File: src/rtl/grcw_pkg.sv
// grcw_pkg: types, widths and constants of the grid ray cell walker
// no dependencies; imported by every module of the block

package grcw_pkg;

  // grid and field widths
  localparam int DEF_GRID_SIZE = 32;
  localparam int COORD_W       = 5;
  localparam int TILE_W        = 7;
  localparam int PIX_W         = 11;
  localparam int PIX_MAX       = 2047;
  localparam logic [TILE_W-1:0] TILE_RESET = 7'd32;

  // fixed point
  localparam int FRAC_W   = 16;
  localparam int POS_W    = 25;            // signed Q16 position
  localparam int CELL_W   = POS_W - FRAC_W; // signed rounded cell
  localparam int ALU_W    = 44;            // shared compare/subtract width
  localparam int D2_W     = 11;            // dx*dx + dy*dy
  localparam int LEN_W    = 22;            // Q16 ray length
  localparam int QUO_W    = 17;            // Q16 unit magnitude, up to 1.0
  localparam int UNIT_W   = QUO_W + 1;     // signed unit component

  // sequencing
  localparam int SQRT_ITERS = 22;          // first trial bit is 4^21
  localparam int ITER_W     = 5;
  localparam int MAX_STEPS  = 46;
  localparam int STEP_W     = 6;

  // stream packing
  localparam int IN_DATA_W  = 24;
  localparam int OUT_DATA_W = 32;

  typedef enum logic [2:0] {
    ST_IDLE,
    ST_SQRT,
    ST_DIVX,
    ST_DIVY,
    ST_WALK
  } grcw_state_t;

endpackage

File: src/rtl/grcw_cmpsub.sv
// grcw_cmpsub: the shared compare-and-subtract unit
// used for every square root and division step; depends on grcw_pkg

module grcw_cmpsub
  import grcw_pkg::*;
(
  input  logic [ALU_W-1:0] a,
  input  logic [ALU_W-1:0] b,
  output logic [ALU_W-1:0] diff,
  output logic             ge
);

  logic [ALU_W:0] wide;

  // borrow out of the subtract gives the compare
  assign wide = {1'b0, a} - {1'b0, b};
  assign diff = wide[ALU_W-1:0];
  assign ge   = ~wide[ALU_W];

endmodule

File: src/rtl/grcw_cell.sv
// grcw_cell: one axis of a ray position to cell, clamp and pixel origin
// depends on grcw_pkg

module grcw_cell
  import grcw_pkg::*;
#(
  parameter int GRID_SIZE = DEF_GRID_SIZE
) (
  input  logic signed [POS_W-1:0]   pos,
  input  logic        [COORD_W-1:0] target,
  input  logic        [TILE_W-1:0]  tile,
  output logic        [COORD_W-1:0] cell_idx,
  output logic        [PIX_W-1:0]   pixel,
  output logic                      hit
);

  localparam logic [CELL_W-2:0] CELL_MAX = (CELL_W-1)'(GRID_SIZE - 1);

  logic signed [POS_W-1:0]  biased;
  logic signed [CELL_W-1:0] rounded;
  logic        [CELL_W-2:0] clamped;
  logic [CELL_W+TILE_W-2:0] product;

  // round half up: floor(pos + 1/2)
  assign biased  = pos + POS_W'(32'sd1 <<< (FRAC_W - 1));
  assign rounded = biased[POS_W-1:FRAC_W];
  assign hit     = (rounded == $signed({{(CELL_W-COORD_W){1'b0}}, target}));

  always_comb begin
    if (rounded[CELL_W-1]) begin
      clamped = '0;
    end else if (rounded[CELL_W-2:0] > CELL_MAX) begin
      clamped = CELL_MAX;
    end else begin
      clamped = rounded[CELL_W-2:0];
    end
  end

  assign product  = clamped * tile;
  assign cell_idx = clamped[COORD_W-1:0];
  assign pixel    = (product > (CELL_W+TILE_W-1)'(PIX_MAX)) ? PIX_W'(PIX_MAX)
                                                            : product[PIX_W-1:0];

endmodule

File: src/rtl/grid_ray_cell_walker.sv
// grid_ray_cell_walker: walks a ray of unit steps between two grid cells
// an item is accepted while idle, then the shared compare/subtract unit works out
// the ray length and then each of the two unit components in turn
// the walk then gives one cell per cycle (up to 46) while the output is taken;
// equal endpoints skip straight to the walk
// reset: synchronous active-low rst_n clears the sequencer, output valid and
// sets tile_size to 32; no memory, so no clearing pass

module grid_ray_cell_walker
  import grcw_pkg::*;
#(
  parameter int GRID_SIZE = DEF_GRID_SIZE
) (
  input  logic                  clk,
  input  logic                  rst_n,
  // configuration: tile_size
  input  logic                  cfg_wr_en,
  input  logic [TILE_W-1:0]     cfg_wr_data,
  // request stream
  input  logic                  in_tvalid,
  output logic                  in_tready,
  input  logic [IN_DATA_W-1:0]  in_tdata,   // start_x, start_y, target_x, target_y, pad
  input  logic [0:0]            in_tuser,   // aiming
  // visited cell stream
  output logic                  out_tvalid,
  input  logic                  out_tready,
  output logic [OUT_DATA_W-1:0] out_tdata,  // cell_x, cell_y, pixel_x, pixel_y
  output logic                  out_tlast   // cell equals target
);

  // sequencer
  grcw_state_t state_r, state_nxt;

  // request
  logic [COORD_W-1:0] tx_r, ty_r;
  logic [COORD_W-1:0] mag_x_r, mag_y_r;
  logic               neg_x_r, neg_y_r;
  logic [TILE_W-1:0]  tile_r;

  // shared unit operands and iteration state
  logic [ALU_W-1:0]   rem_r, rem_nxt;
  logic [ALU_W-1:0]   root_r, root_nxt;
  logic [ALU_W-1:0]   div_r, div_nxt;
  logic [QUO_W-1:0]   quo_r, quo_nxt;
  logic [ITER_W-1:0]  iter_r, iter_nxt;
  logic [ALU_W-1:0]   alu_b, alu_diff, trial_bit;
  logic               alu_ge;

  // walk
  logic signed [UNIT_W-1:0] ux_r, ux_nxt, uy_r, uy_nxt;
  logic signed [POS_W-1:0]  px_r, px_nxt, py_r, py_nxt;
  logic [STEP_W-1:0]        step_r, step_nxt;

  // output register
  logic                  out_valid_r, out_valid_nxt;
  logic [OUT_DATA_W-1:0] out_data_r;
  logic                  out_last_r;

  // request unpacking
  logic                  in_xfer, go;
  logic [COORD_W-1:0]    in_sx, in_sy, in_tx, in_ty;
  logic [COORD_W:0]      dx, dy;
  logic [COORD_W-1:0]    in_mx, in_my;
  logic [D2_W-1:0]       d2;
  logic                  same_cell;

  // cell stage
  logic [COORD_W-1:0] cell_x, cell_y;
  logic [PIX_W-1:0]   pix_x, pix_y;
  logic               hit_x, hit_y, emit, walk_done;
  logic [QUO_W:0]     quo_ext;

  assign in_sx = in_tdata[COORD_W-1:0];
  assign in_sy = in_tdata[2*COORD_W-1:COORD_W];
  assign in_tx = in_tdata[3*COORD_W-1:2*COORD_W];
  assign in_ty = in_tdata[4*COORD_W-1:3*COORD_W];

  assign in_xfer   = in_tvalid && in_tready;
  // nothing to do when not aiming or the tile size is zero
  assign go        = in_xfer && in_tuser[0] && (tile_r != '0);
  assign same_cell = (in_sx == in_tx) && (in_sy == in_ty);

  assign dx    = {1'b0, in_tx} - {1'b0, in_sx};
  assign dy    = {1'b0, in_ty} - {1'b0, in_sy};
  assign in_mx = dx[COORD_W] ? COORD_W'(-dx) : dx[COORD_W-1:0];
  assign in_my = dy[COORD_W] ? COORD_W'(-dy) : dy[COORD_W-1:0];
  assign d2    = D2_W'(in_mx) * D2_W'(in_mx) + D2_W'(in_my) * D2_W'(in_my);

  // trial bit of the square root is 4^iter, always clear in the partial root
  assign trial_bit = ALU_W'(1) << {iter_r, 1'b0};

  grcw_cmpsub u_cmpsub (
    .a    (rem_r),
    .b    (alu_b),
    .diff (alu_diff),
    .ge   (alu_ge)
  );

  grcw_cell #(.GRID_SIZE(GRID_SIZE)) u_cell_x (
    .pos      (px_r),
    .target   (tx_r),
    .tile     (tile_r),
    .cell_idx (cell_x),
    .pixel    (pix_x),
    .hit      (hit_x)
  );

  grcw_cell #(.GRID_SIZE(GRID_SIZE)) u_cell_y (
    .pos      (py_r),
    .target   (ty_r),
    .tile     (tile_r),
    .cell_idx (cell_y),
    .pixel    (pix_y),
    .hit      (hit_y)
  );

  // a result goes out when the output register is free or being drained
  assign emit      = (state_r == ST_WALK) && (!out_valid_r || out_tready);
  // target reached or step guard hit
  assign walk_done = (hit_x && hit_y) || (step_r == STEP_W'(MAX_STEPS - 1));

  // next state
  always_comb begin
    state_nxt = state_r;
    unique case (state_r)
      ST_IDLE: begin
        if (go) begin
          state_nxt = same_cell ? ST_WALK : ST_SQRT;
        end
      end
      ST_SQRT: begin
        if (iter_r == '0) begin
          state_nxt = ST_DIVX;
        end
      end
      ST_DIVX: begin
        if (iter_r == '0) begin
          state_nxt = ST_DIVY;
        end
      end
      ST_DIVY: begin
        if (iter_r == '0) begin
          state_nxt = ST_WALK;
        end
      end
      ST_WALK: begin
        if (emit && walk_done) begin
          state_nxt = ST_IDLE;
        end
      end
      default: state_nxt = ST_IDLE;
    endcase
  end

  // sequencer outputs
  always_comb begin
    in_tready = 1'b0;
    alu_b     = div_r;
    unique case (state_r)
      ST_IDLE: in_tready = 1'b1;
      ST_SQRT: alu_b     = root_r | trial_bit;
      ST_DIVX,
      ST_DIVY,
      ST_WALK: alu_b     = div_r;
      default: in_tready = 1'b0;
    endcase
  end

  // datapath
  always_comb begin
    rem_nxt       = rem_r;
    root_nxt      = root_r;
    div_nxt       = div_r;
    quo_nxt       = quo_r;
    iter_nxt      = iter_r;
    ux_nxt        = ux_r;
    uy_nxt        = uy_r;
    px_nxt        = px_r;
    py_nxt        = py_r;
    step_nxt      = step_r;
    quo_ext       = {1'b0, quo_r};
    out_valid_nxt = out_valid_r;

    if (out_tready) begin
      out_valid_nxt = 1'b0;
    end

    case (state_r)
      ST_IDLE: begin
        // length squared as Q32 into the remainder
        rem_nxt  = ALU_W'({d2, {(2*FRAC_W){1'b0}}});
        root_nxt = '0;
        iter_nxt = ITER_W'(SQRT_ITERS - 1);
        px_nxt   = POS_W'({in_sx, {FRAC_W{1'b0}}});
        py_nxt   = POS_W'({in_sy, {FRAC_W{1'b0}}});
        step_nxt = '0;
      end
      ST_SQRT: begin
        if (alu_ge) begin
          rem_nxt  = alu_diff;
          root_nxt = (root_r >> 1) | trial_bit;
        end else begin
          root_nxt = root_r >> 1;
        end
        iter_nxt = iter_r - 1'b1;
        if (iter_r == '0) begin
          // set up the x divide: |dx| << 32 over length << 16 first
          rem_nxt  = ALU_W'({mag_x_r, {(2*FRAC_W){1'b0}}});
          div_nxt  = ALU_W'({root_nxt[LEN_W-1:0], {(QUO_W-1){1'b0}}});
          quo_nxt  = '0;
          iter_nxt = ITER_W'(QUO_W - 1);
        end
      end
      ST_DIVX, ST_DIVY: begin
        if (alu_ge) begin
          rem_nxt = alu_diff;
        end
        quo_nxt  = {quo_r[QUO_W-2:0], alu_ge};
        div_nxt  = div_r >> 1;
        iter_nxt = iter_r - 1'b1;
        quo_ext  = {1'b0, quo_nxt};
        if (iter_r == '0) begin
          if (state_r == ST_DIVX) begin
            ux_nxt   = neg_x_r ? -$signed(quo_ext) : $signed(quo_ext);
            rem_nxt  = ALU_W'({mag_y_r, {(2*FRAC_W){1'b0}}});
            div_nxt  = ALU_W'({root_r[LEN_W-1:0], {(QUO_W-1){1'b0}}});
            quo_nxt  = '0;
            iter_nxt = ITER_W'(QUO_W - 1);
          end else begin
            uy_nxt = neg_y_r ? -$signed(quo_ext) : $signed(quo_ext);
          end
        end
      end
      ST_WALK: begin
        if (emit) begin
          out_valid_nxt = 1'b1;
          step_nxt      = step_r + 1'b1;
          px_nxt        = px_r + POS_W'(ux_r);
          py_nxt        = py_r + POS_W'(uy_r);
        end
      end
      default: begin
        out_valid_nxt = 1'b0;
      end
    endcase
  end

  // control registers
  always_ff @(posedge clk) begin
    if (!rst_n) begin
      state_r     <= ST_IDLE;
      out_valid_r <= 1'b0;
      tile_r      <= TILE_RESET;
    end else begin
      state_r     <= state_nxt;
      out_valid_r <= out_valid_nxt;
      if (cfg_wr_en) begin
        tile_r <= cfg_wr_data;
      end
    end
  end

  // payload registers
  always_ff @(posedge clk) begin
    if (in_xfer) begin
      tx_r    <= in_tx;
      ty_r    <= in_ty;
      mag_x_r <= in_mx;
      mag_y_r <= in_my;
      neg_x_r <= dx[COORD_W];
      neg_y_r <= dy[COORD_W];
    end
    rem_r  <= rem_nxt;
    root_r <= root_nxt;
    div_r  <= div_nxt;
    quo_r  <= quo_nxt;
    iter_r <= iter_nxt;
    ux_r   <= ux_nxt;
    uy_r   <= uy_nxt;
    px_r   <= px_nxt;
    py_r   <= py_nxt;
    step_r <= step_nxt;
    if (emit) begin
      out_data_r <= {pix_y, pix_x, cell_y, cell_x};
      out_last_r <= hit_x && hit_y;
    end
  end

  assign out_tvalid = out_valid_r;
  assign out_tdata  = out_data_r;
  assign out_tlast  = out_last_r;

endmodule

File: config.mk
export PLATFORM = sky130hd
export DESIGN_NAME = grid_ray_cell_walker
export DESIGN_NICKNAME = d
export VERILOG_FILES = /design/src/rtl/grcw_pkg.sv /design/src/rtl/grcw_cmpsub.sv /design/src/rtl/grcw_cell.sv /design/src/rtl/grid_ray_cell_walker.sv
export SDC_FILE = /design/constraint.sdc
export NUM_CORES = 1
export LEC_CHECK = 0
export BUFFER_PORTS_ARGS = -buffer_cell sky130_fd_sc_hd__buf_4
export CORE_MARGIN = 5
export CORE_UTILIZATION = 60
export DETAILED_ROUTE_END_ITERATION = 7
export PLACE_DENSITY_LB_ADDON = 0.1
export SYNTH_ARGS = -nofsm -noshare
export SYNTH_HDL_FRONTEND = slang
export SYNTH_SLANG_ARGS = --single-unit
export TNS_END_PERCENT = 5
File: constraint.sdc
create_clock -name clk -period 14.7 [get_ports clk]
set_clock_uncertainty 0.2 [all_clocks]
set_input_delay 1.47 -clock clk [delete_from_list [all_inputs] [get_ports clk]]
set_output_delay 1.47 -clock clk [all_outputs]
set_load 0.02 [all_outputs]
Word level (Yosys, flattened, before mapping)
Cells that the tools add are included.
{"block": "word_totals", "regBits": 311, "out_inout_bits": 35, "word_cells": 135}
{"block": "classes", "n_mul": 4, "add_sub_neg": 13, "n_reduce_logical": 24, "n_bitwise": 4, "muxes": 45, "eq_ne": 15, "n_shift": 1, "order_cmp": 4}
{"operator": "44-bit two-way mux", "count": 7}
{"operator": "44-bit one-hot mux with 2 select lines", "count": 2}
{"operator": "44-bit one-hot mux with 3 select lines", "count": 1}
{"operator": "25-bit one-hot mux with 2 select lines", "count": 2}
{"operator": "43-bit two-way mux", "count": 2}
{"operator": "25-bit by 17-bit adder with 25-bit output (second input constant)", "count": 2}
{"operator": "25-bit by 18-bit adder with 25-bit output", "count": 2}
{"operator": "25-bit two-way mux", "count": 2}
{"operator": "16-bit two-way mux", "count": 3}
{"operator": "44-bit by 44-bit subtractor with 45-bit output", "count": 1}
{"operator": "43-bit by 44-bit OR with 44-bit output", "count": 1}
{"operator": "44-bit OR", "count": 1}
{"operator": "1-bit by 6-bit left shift with 44-bit output (first input constant)", "count": 1}
{"operator": "17-bit two-way mux", "count": 2}
{"operator": "8-bit two-way mux", "count": 4}
{"operator": "16-bit one-hot mux with 2 select lines", "count": 1}
{"operator": "15-bit by 11-bit greater-than comparator with 1-bit output (second input constant)", "count": 2}
{"operator": "8-bit by 7-bit multiplier with 15-bit output", "count": 2}
{"operator": "5-bit two-way mux", "count": 5}
{"operator": "5-bit by 5-bit multiplier with 10-bit output", "count": 2}
{"operator": "9-bit by 6-bit equality test with 1-bit output", "count": 2}
{"operator": "3-bit two-way mux", "count": 6}
{"operator": "17-bit negator with 18-bit output", "count": 1}
{"operator": "8-bit by 5-bit greater-than comparator with 1-bit output (second input constant)", "count": 2}
{"operator": "other kinds (32)", "count": 54}

Longest topological paths before layout
{"block": "depth", "ltp_word": 8, "ltp_mapped": 30, "mapped_depth_nobuf": 30}

Hierarchy
Synthesis repeated with hierarchy kept, for this count alone.
{"block": "unflattened", "hier_cells": 2459, "area_unflattened_um2": 23929.2}
{"module": "grid_ray_cell_walker", "seq_area_each_um2": 9018.6, "cells_per_inst": 1569, "area_each_um2": 17031.3, "instances": 1}
{"module": "grcw_cmpsub", "seq_area_each_um2": 0.0, "cells_per_inst": 409, "area_each_um2": 2755.1, "instances": 1}
{"module": "grcw_cell (u_cell_y)", "seq_area_each_um2": 0.0, "cells_per_inst": 236, "area_each_um2": 2103.3, "instances": 1}
{"module": "grcw_cell (u_cell_x)", "seq_area_each_um2": 0.0, "cells_per_inst": 245, "area_each_um2": 2039.5, "instances": 1}

Worst setup path after synthesis
No wires, ideal clock.
{"block": "synth_timing", "path_kind": "input-to-reg", "startpoint": "input port in_tdata[6]", "endpoint": "register rem_r[42], data pin", "cell_stages": 29, "slack_ps": 6915, "t_arrival_ps": 7307, "path_cell_list": "inv_1 > ha_1 > a21o_1 > a21o_1 > a21o_1 > a21o_1 > inv_1 > o21ai_0 > xnor2_1 > nor2_1 > fa_1 > inv_1 > fa_1 > inv_1 > fa_1 > inv_1 > fa_1 > inv_1 > fa_1 > ha_1 > a21oi_1 > nor2_1 > nor2_1 > o21bai_1 > a21oi_1 > o21bai_1 > a21oi_1 > xor2_1 > o32ai_1"}
{"block": "synth_between", "word_cells_on_any_way": 6, "cone_classes": "3 x add/sub; 1 x mul; 2 x mux"}
{"item": "start: declaration", "line": "grid_ray_cell_walker.sv:22", "rtl": "input logic [IN_DATA_W-1:0] in_tdata,"}
{"item": "5-bit by 5-bit subtractor with 6-bit output", "line": "grid_ray_cell_walker.sv:84", "rtl": "assign dy = {1'b0, in_ty} - {1'b0, in_sy};"}
{"item": "named net dy[5]", "line": "grid_ray_cell_walker.sv:62", "rtl": "logic [COORD_W:0] dx, dy;"}
{"item": "5-bit two-way mux", "line": "grid_ray_cell_walker.sv:86", "rtl": "assign in_my = dy[COORD_W] ? COORD_W'(-dy) : dy[COORD_W-1:0];"}
{"item": "5-bit by 5-bit multiplier with 10-bit output", "line": "grid_ray_cell_walker.sv:87", "rtl": "assign d2 = D2_W'(in_mx) * D2_W'(in_mx) + D2_W'(in_my) * D2_W'(in_my);"}
{"item": "10-bit by 10-bit adder with 11-bit output", "line": "grid_ray_cell_walker.sv:87"}
{"item": "44-bit one-hot mux with 3 select lines", "line": "grid_ray_cell_walker.sv:188", "rtl": "case (state_r)"}
{"item": "named net rem_nxt[42]", "line": "grid_ray_cell_walker.sv:41", "rtl": "logic [ALU_W-1:0] rem_r, rem_nxt;"}
{"item": "end signal: assignment", "line": "grid_ray_cell_walker.sv:273", "rtl": "rem_r <= rem_nxt;"}
{"item": "end: declaration", "line": "grid_ray_cell_walker.sv:41"}
The timed path passes the listed nets, and every way through them passes these cells.
A chain may end at the register's enable or synchronous reset.

Worst setup path in the final report
Same ends and word-level chain as after synthesis.

==> key figures <==
Outcome
  • Status: completed

STA
  • Final setup margin: 6.60 ns
  • WHS: 0.340 ns
  • Slew headroom: 26.7%
  • Worst Max-Slew Pin Slew: 1.09 ns
  • Final Max Tran Viols: 0
  • Unrepaired setup endpoints after global routing: false
  • Post-route clock period utilization: 55.1%
  • Post-route minimum period: 8.10 ns
  • F_max: 0.123 GHz
  • Final setup viols: 0
  • Total negative slack: 0 ns
  • Final Hold Viols: 0

Final layout
  • Area growth, synth to finish: 9.94%
  • Fillers: 3037
  • Layout Nets: 2694
  • Layout cells sized above 1: 6.90%
  • Post-route cell area: 25100 µm²

Logic synthesis
  • Post-synth EDFFs: 293
  • Cell variety after synth: 77
  • Syn Area/Cell: 9.94 µm²
  • Fraction of registers with async set/reset: 0%
  • Ys Warns: 0
  • Seq/Total Area, Yosys: 39.6%
  • Top_reg_cell synth: edfxtp_1
  • FF+latch count, synth: 304
  • Mapped cell area: 22800 µm²
  • Gate count of the mapped netlist: 2294

Drt
  • Top Layer Used: met4
  • DRC: 0
  • Via count: 17200
  • Via density: 5.91
  • DRT Wirelength: 52000 µm
  • Met3 WL post-DR: 3060 µm
  • Met2 WL post-DR: 24600 µm
  • Routed WL per cell: 17.9 µm
  • Initial detailed-routing violation count: 1267
  • First drt pass iteration count: 6
  • Detail Route Antenna Nets: 0
  • M1 wire length: 23200 µm

Floorplanning
  • Core box area: 37600 µm²
  • I/O Pins: 72
  • Die Ht: 205 µm
  • Die width: 205 µm
  • FP Rows: 71
  • DIE AREA: 42000 µm²
  • Starting Density: 60.7%

Critical path
  • Worst path depth: 30
  • Crit path required time: 14.75 ns
  • Worst setup EP type: flop
  • WS Path Type: primary input to flop
  • FF-to-FF path depth: 24
  • Worst path bufs/invs: 7
  • Crit path max-delay family: adder cells
  • Worst-path maximum fanout: 7
  • CP most frequent cell: inv_1
  • Slowest cell on the critical path: xnor2_1
  • CP startpoint kind: primary input
  • Crit path largest cell delay: 0.60 ns
  • Critical Path AT: 8.15 ns

Job
  • Max-cap violation count: 0

Clock tree
  • Clock transition at the registers of the reported paths: 0.06 ns
  • CTS resizes: 0
  • Skew-Pair Late Insertion Delay: 0.57 ns
  • CTS tree: yes
  • # H-tree levels: 2
  • Post-CTS Hold Buffers: 0
  • Setup Fix Bufs, Post-CTS: 0
  • Clock tree root driver cell: clkbuf_16
  • Clock Sinks: 304
  • Clock buffer depth: 3
  • TritonCTS buffer count: 37

Place
  • Post-DP Area: 23900 µm²
  • Setup slack at placement: 6.09 ns
  • RePlAce Congestion: 0.880
  • Final HPWL DP: 37400 µm
  • IO Port Bufs: 67

GRT
  • Vias in the first global route: 17300
  • GRT Util Overall: 25.2%
  • GRT overflow: 0
  • First-pass GRT wire length: 86600 µm
  • Largest net degree at the start of global routing: 67
  • Antenna violations before repair: 0

Hold path
  • Worst hold path class: flop to flop
  • Min-Delay Path Depth: 2
path summary, 6_finish.rpt:
path / startpoint / end / slack [ns]
min reg2reg: div_r[34]$_DFFE_PP_ / div_r[33]$_DFFE_PP_ / 0.34
min: div_r[34]$_DFFE_PP_ / div_r[33]$_DFFE_PP_ / 0.34
max: in_tdata[6] / rem_r[42]$_DFFE_PP_ / 6.60
max reg2reg: px_r[15]$_SDFFCE_PN0P_ / out_tdata[14]$_SDFFCE_PN1P_ / 6.72
layout by cell type, fill, tap and decap left out, drive strengths merged, types with 7 or more instances in the layout:
| cell | n |
|---|---|
| a22oi | 17 |
| nor2 | 193 |
| clkinv | 10 |
| xnor2 | 109 |
| nand2b | 20 |
| a211oi | 18 |
| edfxtp | 293 |
| dfxtp | 11 |
| nor2b | 15 |
| o21bai | 19 |
| o211ai | 9 |
| nand2 | 212 |
| o21ai | 110 |
| fa | 84 |
| a21o | 58 |
| nor3 | 40 |
| nand3 | 48 |
| nor4 | 9 |
| buf | 89 |
| a22o | 8 |
| a221o | 7 |
| or3 | 21 |
| clkbuf | 50 |
| conb | 42 |
| and3 | 34 |
| xor2 | 57 |
| ha | 206 |
| o21a | 20 |
| a31oi | 26 |
| and2 | 91 |
| nand4 | 11 |
| o22ai | 7 |
| inv | 166 |
| a21oi | 159 |
| mux2i | 29 |
metrics by stage:
stage | util, % | cells
3_3_place_gp | 63.7 | 2839
3_5_place_dp | 63.7 | 2839
2_1_floorplan | - | 2334
4_1_cts | 66.7 | 2904
5_1_grt | 66.7 | 2904
6_report | 66.7 | 2905
worst register-to-register path, cell delays in order (launching register included):
cell and delay, ns:
edfxtp_1 0.40, ha_1 0.24, nand2_1 0.07, nor2_1 0.19
nand3_1 0.11, o21a_1 0.11, o31ai_1 0.65, a21oi_1 0.44
nand2_1 0.22, fa_1 0.46, fa_1 0.55, inv_1 0.05
fa_1 0.53, inv_1 0.06, fa_1 0.53, inv_1 0.04
ha_1 0.31, a21boi_0 0.17, o21a_1 0.21, o21ai_0 0.16
a21oi_1 0.13, a2111oi_0 0.44, nor3_1 0.13, nor4_1 0.93
o21ai_0 0.33
Yosys cell counts, drive strengths merged, types with 6 or more instances:
master,number,share of area (%)
xnor2,109,4.2
a22oi,17,0.56
edfxtp,293,39
nor2,193,3.2
and2,91,2.5
mux2i,29,1.3
or3,21,0.60
and3,34,0.93
o21bai,19,0.64
nand3,48,1.1
nand2,212,3.5
fa,84,7.4
a22o,8,0.31
a21oi,159,3.5
ha,206,11
o21a,20,0.66
a31oi,26,0.71
nand2b,20,0.55
o21ai,110,2.4
nor3,40,0.88
a2111oi,6,0.31
o31ai,6,0.20
xor2,57,2.2
nor4,9,0.27
inv,165,2.7
clkbuf,85,1.4
o211ai,9,0.30
a221o,7,0.31
nand4,11,0.30
nor2b,15,0.41
buf,10,0.18
dfxtp,11,0.97
a211oi,18,0.61
o22ai,7,0.19
a21o,58,1.9
layer usage:
metal,vias to the layer above,global-route usage [%]
li1,8297,-
met1,8326,35.0
met2,467,42.0
met3,89,4.16
met4,0,6.08
met5,-,0
layout make-up:
type	count	area [µm²]	share of cell area, %
Multi-Input combinational cell	1769	13000	51.9
Sequential cell	304	9020	36.0
Clock buffer	50	985	3.93
Timing Repair Buffer	89	668	2.67
Tap cell	511	639	2.55
Inverter	166	623	2.49
Clock inverter	15	134	0.534
Antenna cell	1	2.50	0.00998
state kept, by name, indices dropped and copies added, names as in the netlist:
signal      flops
rem_r          44
root_r         43
div_r          38
out_tdata      32
px_r           25
py_r           25
ux_r           18
uy_r           18
quo_r          16
tile_r          7
step_r          6
iter_r          5
mag_x_r         5
mag_y_r         5
tx_r            5
ty_r            5
state_r         3
neg_x_r         1
neg_y_r         1
out_tlast       1
out_tvalid      1
logic make-up (layout without fill, tap and decap cells):
logic type / Yosys count / after routing / synth area share, %
buffers and inverters: 261 / 320 / 4.31
adders and majority gates: 290 / 290 / 18.7
xor gates and xnor gates: 166 / 166 / 6.38
DFF: 304 / 304 / 39.6
muxes: 29 / 29 / 1.27
and+or+nand+nor: 719 / 719 / 15.0
AOI/OAI and AO/OA: 523 / 523 / 14.7
other: 2 / 43 / 0.0329
Power is not shown: default switching activity piles up to over one toggle a cycle in this logic, so the estimate is an artifact.
